`src/hw/rtl/lmv_pkg.sv`:
```
// ----------------------------------------------------------------------------
// lmv_pkg: shared types and constants of the local mean/variance filter
// Register indexes, field widths, defaults and controller/datapath structs.
// ----------------------------------------------------------------------------
package lmv_pkg;

  localparam int MAX_WIDTH_DEF  = 1024;
  localparam int MAX_HALF_DEF   = 7;
  localparam int PIXEL_BITS_DEF = 8;

  localparam int HALF_W     = 3;
  localparam int IMG_W_W    = 11;
  localparam int IMG_H_W    = 12;
  localparam int ROW_W      = 12;
  localparam int CFG_IDX_W  = 2;
  localparam int CFG_DATA_W = 12;
  localparam int MEAN_W     = 16;
  localparam int VAR_W      = 23;

  localparam logic [MEAN_W-1:0] MEAN_MAX = '1;
  localparam logic [VAR_W-1:0]  VAR_MAX  = '1;

  typedef enum logic [CFG_IDX_W-1:0] {
    REG_HALF_SIZE    = 2'd0,
    REG_IMAGE_WIDTH  = 2'd1,
    REG_IMAGE_HEIGHT = 2'd2
  } reg_index_t;

  typedef struct packed {
    logic accept;
    logic rd_step;
    logic mul;
    logic sub;
    logic div_mean;
    logic div_var;
    logic save_mean;
    logic save_var;
    logic load_out;
  } lmv_cmd_t;

  typedef struct packed {
    logic emit;
    logic rd_last;
    logic div_busy;
    logic out_free;
  } lmv_sts_t;

endpackage

```
`src/hw/rtl/lmv_ctrl.sv`:
```
// ----------------------------------------------------------------------------
// lmv_ctrl: sequencer of the local mean/variance filter
// Stores each pixel; window pixels go on to read, products, two divides, output.
// ----------------------------------------------------------------------------
module lmv_ctrl (
  input  logic              clk,
  input  logic              rst,
  input  logic              in_valid,
  output logic              in_ready,
  input  lmv_pkg::lmv_sts_t sts,
  output lmv_pkg::lmv_cmd_t cmd
);
  import lmv_pkg::*;

  typedef enum logic [7:0] {
    S_IDLE  = 8'b0000_0001,
    S_READ  = 8'b0000_0010,
    S_DRAIN = 8'b0000_0100,
    S_MUL   = 8'b0000_1000,
    S_SUB   = 8'b0001_0000,
    S_DIVM  = 8'b0010_0000,
    S_DIVV  = 8'b0100_0000,
    S_OUT   = 8'b1000_0000
  } state_t;

  state_t state, state_next;

  always_ff @(posedge clk) begin
    if (rst) begin
      state <= S_IDLE;
    end else begin
      state <= state_next;
    end
  end

  always_comb begin
    state_next = state;
    cmd        = '0;
    in_ready   = 1'b0;
    case (state)
      S_IDLE: begin
        in_ready = 1'b1;
        if (in_valid) begin
          cmd.accept = 1'b1;
          if (sts.emit) begin
            state_next = S_READ;
          end
        end
      end
      S_READ: begin
        cmd.rd_step = 1'b1;
        if (sts.rd_last) begin
          state_next = S_DRAIN;
        end
      end
      S_DRAIN: state_next = S_MUL;
      S_MUL: begin
        cmd.mul    = 1'b1;
        state_next = S_SUB;
      end
      S_SUB: begin
        cmd.sub      = 1'b1;
        cmd.div_mean = 1'b1;
        state_next   = S_DIVM;
      end
      S_DIVM: begin
        if (!sts.div_busy) begin
          cmd.save_mean = 1'b1;
          cmd.div_var   = 1'b1;
          state_next    = S_DIVV;
        end
      end
      S_DIVV: begin
        if (!sts.div_busy) begin
          cmd.save_var = 1'b1;
          state_next   = S_OUT;
        end
      end
      S_OUT: begin
        if (sts.out_free) begin
          cmd.load_out = 1'b1;
          state_next   = S_IDLE;
        end
      end
      default: state_next = S_IDLE;
    endcase
  end
endmodule

```
`config.mk`:
```
export PLATFORM = sky130hd
export DESIGN_NAME = lmv_ctrl
export DESIGN_NICKNAME = d
export VERILOG_FILES = /design/src/hw/rtl/lmv_pkg.sv /design/src/hw/rtl/lmv_ctrl.sv
export SDC_FILE = /design/constraint.sdc
export NUM_CORES = 1
export LEC_CHECK = 0
export BUFFER_PORTS_ARGS = -buffer_cell sky130_fd_sc_hd__clkbuf_2
export CAP_MARGIN = 20
export CORE_MARGIN = 10
export CORE_UTILIZATION = 38
export CTS_CLUSTER_SIZE = 25
export DETAILED_ROUTE_END_ITERATION = 8
export SLEW_MARGIN = 20
export SYNTH_ARGS = -nofsm -noshare
export SYNTH_HDL_FRONTEND = slang
export SYNTH_SLANG_ARGS = --single-unit
```
`constraint.sdc`:
```
create_clock -name clk -period 1.45 [get_ports clk]
set_input_delay 0.0725 -clock clk [delete_from_list [all_inputs] [get_ports clk]]
set_output_delay 0.0725 -clock clk [all_outputs]
set_load 0.1 [all_outputs]
```
; ---- Yosys cells after proc, flatten, opt, wreduce, memory -nomap -nowiden
; Index checks and enable logic that the tools add are counted.
[classes]
add_sub_neg = 0
n_mul = 0
div = 0
n_lt_le_gt_ge = 0
eq_ne = 14
shifts = 0
n_mux = 19
bitwise = 0
reduce_logical = 1
[ops]
columns = cell, n
row1 = 8-bit one-hot mux with 8 select lines, 1
row2 = 8-bit two-way mux, 6
row3 = 2-bit inequality test (second input constant), 6
row4 = 1-bit two-way mux, 9
row5 = 8-bit by 1-bit == test with 1-bit output (second input constant), 1
row6 = 8-bit by 2-bit == test with 1-bit output (second input constant), 1
row7 = 8-bit by 3-bit == test with 1-bit output (second input constant), 1
row8 = 8-bit by 4-bit == test with 1-bit output (second input constant), 1
row9 = 8-bit by 5-bit == test with 1-bit output (second input constant), 1
row10 = 8-bit by 6-bit == test with 1-bit output (second input constant), 1
row11 = 8-bit by 7-bit == test with 1-bit output (second input constant), 1
row12 = 8-bit == test (second input constant), 1
row13 = 2-bit two-way mux, 3
row14 = 6-bit AND reduction, 1
[word_totals]
regBits = 8
latchBits = 0
ram_bits = 0
mem_bits_ro = 0
in_bits = 7
output_inout_bits = 10
mem_count = 0

; ---- Longest topological paths before layout
; Gate-level depths: netlist (run 1).
[depth]
depth_word = 3
mapped_depth = 6

; ---- Least setup slack after synthesis (run 1)
; OpenSTA, ideal clock, no wires.
[synth_timing]
path_kind = register -> output
from = register state[2]
to = output cmd[5] in the netlist's numbering
arrival_time_ns = 3.893
required_ns = 1.378
setup_slack_ns = -2.515
stages_incl_launch_ff = 6
path_cell_list = dfxtp_1 -> buf_6 -> or4_4 -> or3_4 -> nor3_1 -> buf_4
[synth_rtl]
columns = item, line_no
row1 = start: declaration, lmv_ctrl.sv:26  ; state_t state, state_next;
row2 = start signal: assignment, lmv_ctrl.sv:32  ; state <= state_next;
row3 = end: declaration, lmv_ctrl.sv:11  ; output lmv_pkg::lmv_cmd_t cmd

==> impl_results.md, run 1 <==
* Setup Crit Path Kind: flop to output port
* Number of port buffers at 16
* Syn_area_per_cell at 8.36 um2
* Hold_ws at 82.1 ps
* Critical path data required time at 1380 ps
* Psw at 0.526 mW
* Largest family of logic cells by synthesized area: simple AND/OR/NAND/NOR gates
* Die W at 60.1 um
* Xor/xnor cell area share of the yosys netlist at 0.0143
* Mapped Area at 611 um2
* Rows at 14
* Most used DFF post-synth: dfxtp_1
* Layout cells sized above 1 at 0.724
* Final Instance Area at 1350 um2
* CP bufs+invs at 1
* Cell Area, Placed at 1010 um2
* Final cell count without fillers at 139
* First DRT Iteration DRCs at 13
* Max reg flops at 8
* Startpoint types: flop
* CP max FO at 2
* Critical Path Slowest Stage Cell: or4_4
* Number of synthesized register bits at 8
* Post-route setup slack at -626 ps
* Pins Over Slew Limit at 0
* Peak per-stage delay on the critical path at 550 ps
* Multiplexer area fraction after synthesis at 0
* Synth Area in Simple Gates at 0.500
* Total power draw at 1.24 mW
* Die Y-Extent at 60.1 um
* Nets at 132
* Clock-pin slew on the worst setup and hold paths at 60 ps
* Maximum vdd drop at 928 uV
* Top flop regs: state: 8 flops
* Initial antenna violation count at 0
* Max Freq at 482 MHz
* Placed cells at 117
* RSZ-0062 raised after global routing: yes
* Pleak at 0.570 nW
* Sequential cell area fraction in the yosys report at 0.262
* Most frequent cells in the layout: 25 x buf_4, 12 x buf_6, 10 x buf_12, 6 x nor2_1, 6 x clkbuf_2
* Synthesis-to-layout area growth at 121%
* Max Cap Viol at 0
* All-Layer GR Usage at 0.121
* Placer congestion estimate at 0.808
* Final setup fails at 18
* Die Footprint at 3610 um2
* Initial DRT Pass Iterations at 4
* WL/cell at 21.5 um
* Clock skew at 4.74 ps
* Crit share post-route at 1.43
* Clk_lat worst skew at 270 ps
* Most common cell after layout, fill and taps aside: buf_4
* Sequential group share of total power at 0.196
* H-Tree Depth at 1
* Slew HR at 0.646
* First-pass GRT wire length at 3370 um
* Reg with most FFs: state
* Clk sinks at 8
* Outcome: finished, violations left
* Max Root-Sink Buffers at 2
* Switching share of total power at 0.424
* Synth warnings at 0
* Clock tree root buffer cell: clkbuf_4
* Adder-cell share of the synthesized area at 0
* Crit path max-delay family: simple AND/OR/NAND/NOR gates
* Core area at 1510 um2
* FFs w/ async S/R, synth at 0
* Worst-path cell chain: or4_4 > or3_4 > nor3_4 > buf_12
* Number of vias per cell at 6.02
* Post-CTS Hold Buffers at 0
* Vias in the first global route at 742
* Num CTS Buffers at 3
* Synth Area in Compound Gates at 0.141
* Minimum clock period after layout at 2080 ps
* Clock Power Share at 0.151
* Hold crit path type: primary input to flop
* Worst-Margin Slew at 523 ps
* Fill cell count at 58
* Power per cell area at 921 nW/um2
* Final WL at 2990 um
* Combinational fraction of design power at 0.653
* Via count at 837
* Largest net degree at the start of global routing at 10
* Starting Density at 0.405
* Antenna viol nets, final at 0
* Cell Int Power at 0.716 mW
* # DRC at 0
* Synth unique cells at 36
* Diodes inserted at 0
* Mapped Cells at 73
* Arrival time worst endpoint at 2000 ps
* TritonCTS clock tree: done
* Post-Syn Nets at 80
* Number of flops mapped to enable cells by yosys at 0
* Final Hold Fails at 0
* Failing checks: negative setup slack
* CP Capture Type: output port
* Hpwl dp at 1470 um
* Remaining Overflow, GRT at 0
* Io pins at 17
[final cells by class]
cell class	instances	area [um2]	area share
Clock buffer	3	22.5	0.0167
Inverter	1	3.75	0.00278
Multi-Input combinational cell	58	577	0.428
Sequential cell	8	173	0.128
Tap cell	16	20.0	0.0148
Timing Repair Buffer	53	553	0.410
[routing by layer]
layer / track usage / share of wire / vias up
met3: 0.0424 / 0.080 / 19
met2: 0.203 / 0.49 / 48
met4: 0.0801 / 0.061 / 0
li1: - / - / 374
met5: 0 / 0 / -
met1: 0.122 / 0.37 / 396
[power groups by stage]
stage                     logic, mW  registers, mW  clock network (mW)
after floorplan               0.329          0.258                   0
after global placement        0.542          0.246                   0
after detailed placement      0.548          0.247                   0
after CTS                     0.620          0.239               0.173
after global routing          0.844          0.244               0.195
final                         0.812          0.243               0.188
[kinds of logic (layout without fill, tap and decap cells)]
family / after synthesis / count (layout)
compound gates: 12 / 12
xor+xnor: 1 / 1
buf+inv: 7 / 57
flops: 8 / 8
simple gates: 45 / 45
[path summary, 6_finish.rpt]
path                                            start                    end  slack, ps  depth (start not counted)
worst max-delay path            state[0]$_SDFFE_PP1P_                 cmd[5]       -630                          4
worst min register to register  state[5]$_SDFFE_PP0P_  state[5]$_SDFFE_PP0P_        590                          2
worst min-delay path                              rst  state[4]$_SDFFE_PP0P_         80                          2
worst max register to register  state[0]$_SDFFE_PP1P_  state[5]$_SDFFE_PP0P_       -480                          8
[synth_stat cells, types with 2 or more instances]
cell type	instances	area (um2)
nor2_1	10	37.5
dfxtp_1	8	160
nand2_1	5	18.8
buf_4	4	30.0
nor3_1	4	20.0
nor3b_1	4	30.0
and3_1	3	18.8
o21ai_0	3	15.0
a31oi_1	2	12.5
nor4_1	2	12.5
nor4b_1	2	17.5
nor4bb_1	2	20.0
[worst register-to-register path, stage by stage, from the launching register on]
cell and delay, ps:
dfxtp_2 330, or4_4 550, or3_4 370, buf_4 140, buf_6 100, buf_6 110, nor3_4 90, a21oi_1 50
nor2_1 110
[what timing repair did]
action,4_1_cts,5_1_grt
gates cloned,0,0
buffers inserted,9,11
setup endpoints to repair,17,18
pin swaps,9,7
resized for setup,24,18
[per-stage QoR]
step	setup slack (ps)	util	setup TNS, ps
6_report	-626	0.895	-7160
5_1_grt	-654	0.895	-7830
4_1_cts	-573	0.789	-5080
3_5_place_dp	-320	0.672	-2150
3_3_place_gp	-297	0.672	-1920
2_1_floorplan	-1030	-	-4620
(Power assumes the default switching activity.)
==> run 2, diff against run 1 <==
--- a/config.mk
+++ b/config.mk
@@ -9,6 +9,7 @@
 export CAP_MARGIN = 20
 export CORE_MARGIN = 10
 export CORE_UTILIZATION = 38
+export CTS_BUF_LIST = sky130_fd_sc_hd__clkbuf_8
 export CTS_CLUSTER_SIZE = 25
 export DETAILED_ROUTE_END_ITERATION = 8
 export SLEW_MARGIN = 20
==> impl_results.md, run 2 (synthesis gave the netlist of run 1 again) <==
* Clk_lat worst skew at 240 ps (-30 ps)
* First-pass GRT wire length at 3730 um (+10%)
* Most common cell after layout, fill and taps aside: buf_4
* Final Instance Area at 1400 um2 (+3.7%)
* Maximum vdd drop at 1150 uV (+24%)
* Worst reg2reg path endpoint: state[5]$_SDFFE_PP0P_
* Startpoint types: flop
* Hold_sp: rst
* Antenna viol nets, final at 0 (unchanged)
* Final cell count without fillers at 142 (+2.2%)
* Clock tree root buffer cell: clkbuf_8
* Synthesis-to-layout area growth at 129%
* Hold_ws at 147 ps (+64.9 ps)
* Slew HR at 0.595 (-0.0511)
* Layout cells sized above 1 at 0.738 (+0.0145)
* Cell Area, Placed at 1010 um2 (unchanged)
* Max reg flops at 8 (unchanged)
* Top flop regs: state: 8 flops
* R2r startpoint: state[1]$_SDFFE_PP0P_
* Critical path data required time at 1590 ps (+210 ps)
* Hold crit path type: primary input to flop
* Reg2reg path depth at 8 (unchanged)
* Number of vias per cell at 6.42 (+6.7%)
* Die Footprint at 3610 um2 (unchanged)
* H-Tree Depth at 1 (unchanged)
* Util after Layout at 0.929 (+0.0332)
* Max Cap Viol at 0 (unchanged)
* Most frequent cells in the layout: 29 x buf_4, 11 x buf_6, 10 x buf_12, 6 x nor2_1, 6 x clkbuf_2
* Final Hold Fails at 0 (unchanged)
* Pins Over Slew Limit at 0 (unchanged)
* Hpwl dp at 1470 um (unchanged)
* Clock skew at 1.07 ps (-3.67 ps)
* Worst-Margin Slew at 599 ps (+75.3 ps)
* WL/cell at 24.7 um (+15%)
* Placer congestion estimate at 0.808 (unchanged)
* Setup TNS at -7040 ps (+127 ps)
* Power per cell area at 1010 nW/um2 (+9.4%)
* Hold Path Cell Cnt at 2 (unchanged)
* # DRC at 0 (unchanged)
* Vias in the first global route at 796 (+7.3%)
* Number of port buffers at 16 (unchanged)
* TritonCTS clock tree: done
* Max Freq at 487 MHz (+1.1%)
* Setup Crit Path Kind: flop to flop
* Remaining Overflow, GRT at 0 (unchanged)
* Largest net degree at the start of global routing at 10 (unchanged)
* Reg2Reg Setup Slack at -600 ps (-120 ps)
* Crit share post-route at 1.42 (-0.0150)
* Worst Hold End: state[4]$_SDFFE_PP0P_
* CP Capture Type: flop
* Minimum clock period after layout at 2050 ps (-21.7 ps)
* Clk sinks at 8 (unchanged)
* Failing checks: negative setup slack
* Die W at 60.1 um (unchanged)
* Io pins at 17 (unchanged)
* Outcome: finished, violations left
* Arrival time worst endpoint at 2200 ps (+200 ps)
* Reg with most FFs: state
* Diodes inserted at 0 (unchanged)
* Initial antenna violation count at 0 (unchanged)
* Pre-CTS setup slack at -320 ps (unchanged)
* Max Root-Sink Buffers at 2 (unchanged)
* Starting Density at 0.405 (unchanged)
* Rows at 14 (unchanged)
* Initial DRT Pass Iterations at 4 (unchanged)
* Final setup fails at 18 (unchanged)
* Placed cells at 117 (unchanged)
* Total power draw at 1.41 mW (+13%)
* Num CTS Buffers at 3 (unchanged)
* Post-route setup slack at -604 ps (+21.7 ps)
* Pleak at 0.590 nW (+3.5%)
* Final WL at 3510 um (+17%)
* Die Y-Extent at 60.1 um (unchanged)
* Nets at 135 (+2.3%)
* RSZ-0062 raised after global routing: yes
* All-Layer GR Usage at 0.134 (+0.0131)
* Core area at 1510 um2 (unchanged)
* Post-CTS Hold Buffers at 0 (unchanged)
* Via count at 912 (+9.0%)
* First DRT Iteration DRCs at 55 (+42)
* CP max FO at 2 (unchanged)
* Clock-pin slew on the worst setup and hold paths at 50 ps (about the same)
==> run 2: cell count changes in the layout (fill, tap and decap cells not counted), moves of 2 or more <==
cell      previous run  this run
clkbuf_4             3         0
buf_4               25        29
clkbuf_8             0         3
nor4b_2              2         0
==> run 2: what timing repair did <==
item,CTS,global route
endpoints found under the setup margin,17,18
resized for setup,23,20
pin swaps,9,9
buffers inserted,10,12
endpoints found under the hold margin,0,0
==> run 2: worst max-delay path: stages (launching register included) <==
cell,delay [ps]
dfxtp_1,330
or4_4,520
or3_4,360
buf_4,150
buf_6,100
buf_6,110
nor3_4,180
a21oi_2,50
nor2_1,160
==> run 2: report_power, final <==
part	internal [mW]	total [mW]	leakage, nW	switching [mW]
Clock	0.181	0.287	0.0216	0.106
Sequential	0.234	0.247	0.0678	0.0131
Combinational	0.421	0.876	0.500	0.455
Total	0.836	1.41	0.590	0.574
==> run 2: layout make-up <==
cell class,instances,area [um2]
clock buffer,3,41.3
tap,16,20.0
sequential,8,173
multi-input combinational,58,589
inverter,1,3.75
fill,52,108
timing repair buffer,56,572
==> run 2: worst max-delay path by stage <==
stage | from | endpoint | cells after the start
global placement | state[0]$_SDFFE_PP1P_ | cmd[5] | 4
floorplan | state[2]$_SDFFE_PP0P_ | cmd[5] | 5
detailed placement | state[0]$_SDFFE_PP1P_ | cmd[5] | 4
global route | state[0]$_SDFFE_PP1P_ | state[5]$_SDFFE_PP0P_ | 8
finish | state[1]$_SDFFE_PP0P_ | state[5]$_SDFFE_PP0P_ | 8
CTS | state[0]$_SDFFE_PP1P_ | cmd[5] | 4
==> run 2: routing by layer <==
layer | track usage | up-vias | routed length [um]
met5 | 0 | - | 0
met4 | 0.0865 | 0 | 168
met3 | 0.0424 | 25 | 368
met2 | 0.222 | 77 | 1620
met1 | 0.141 | 427 | 1350
li1 | - | 383 | -
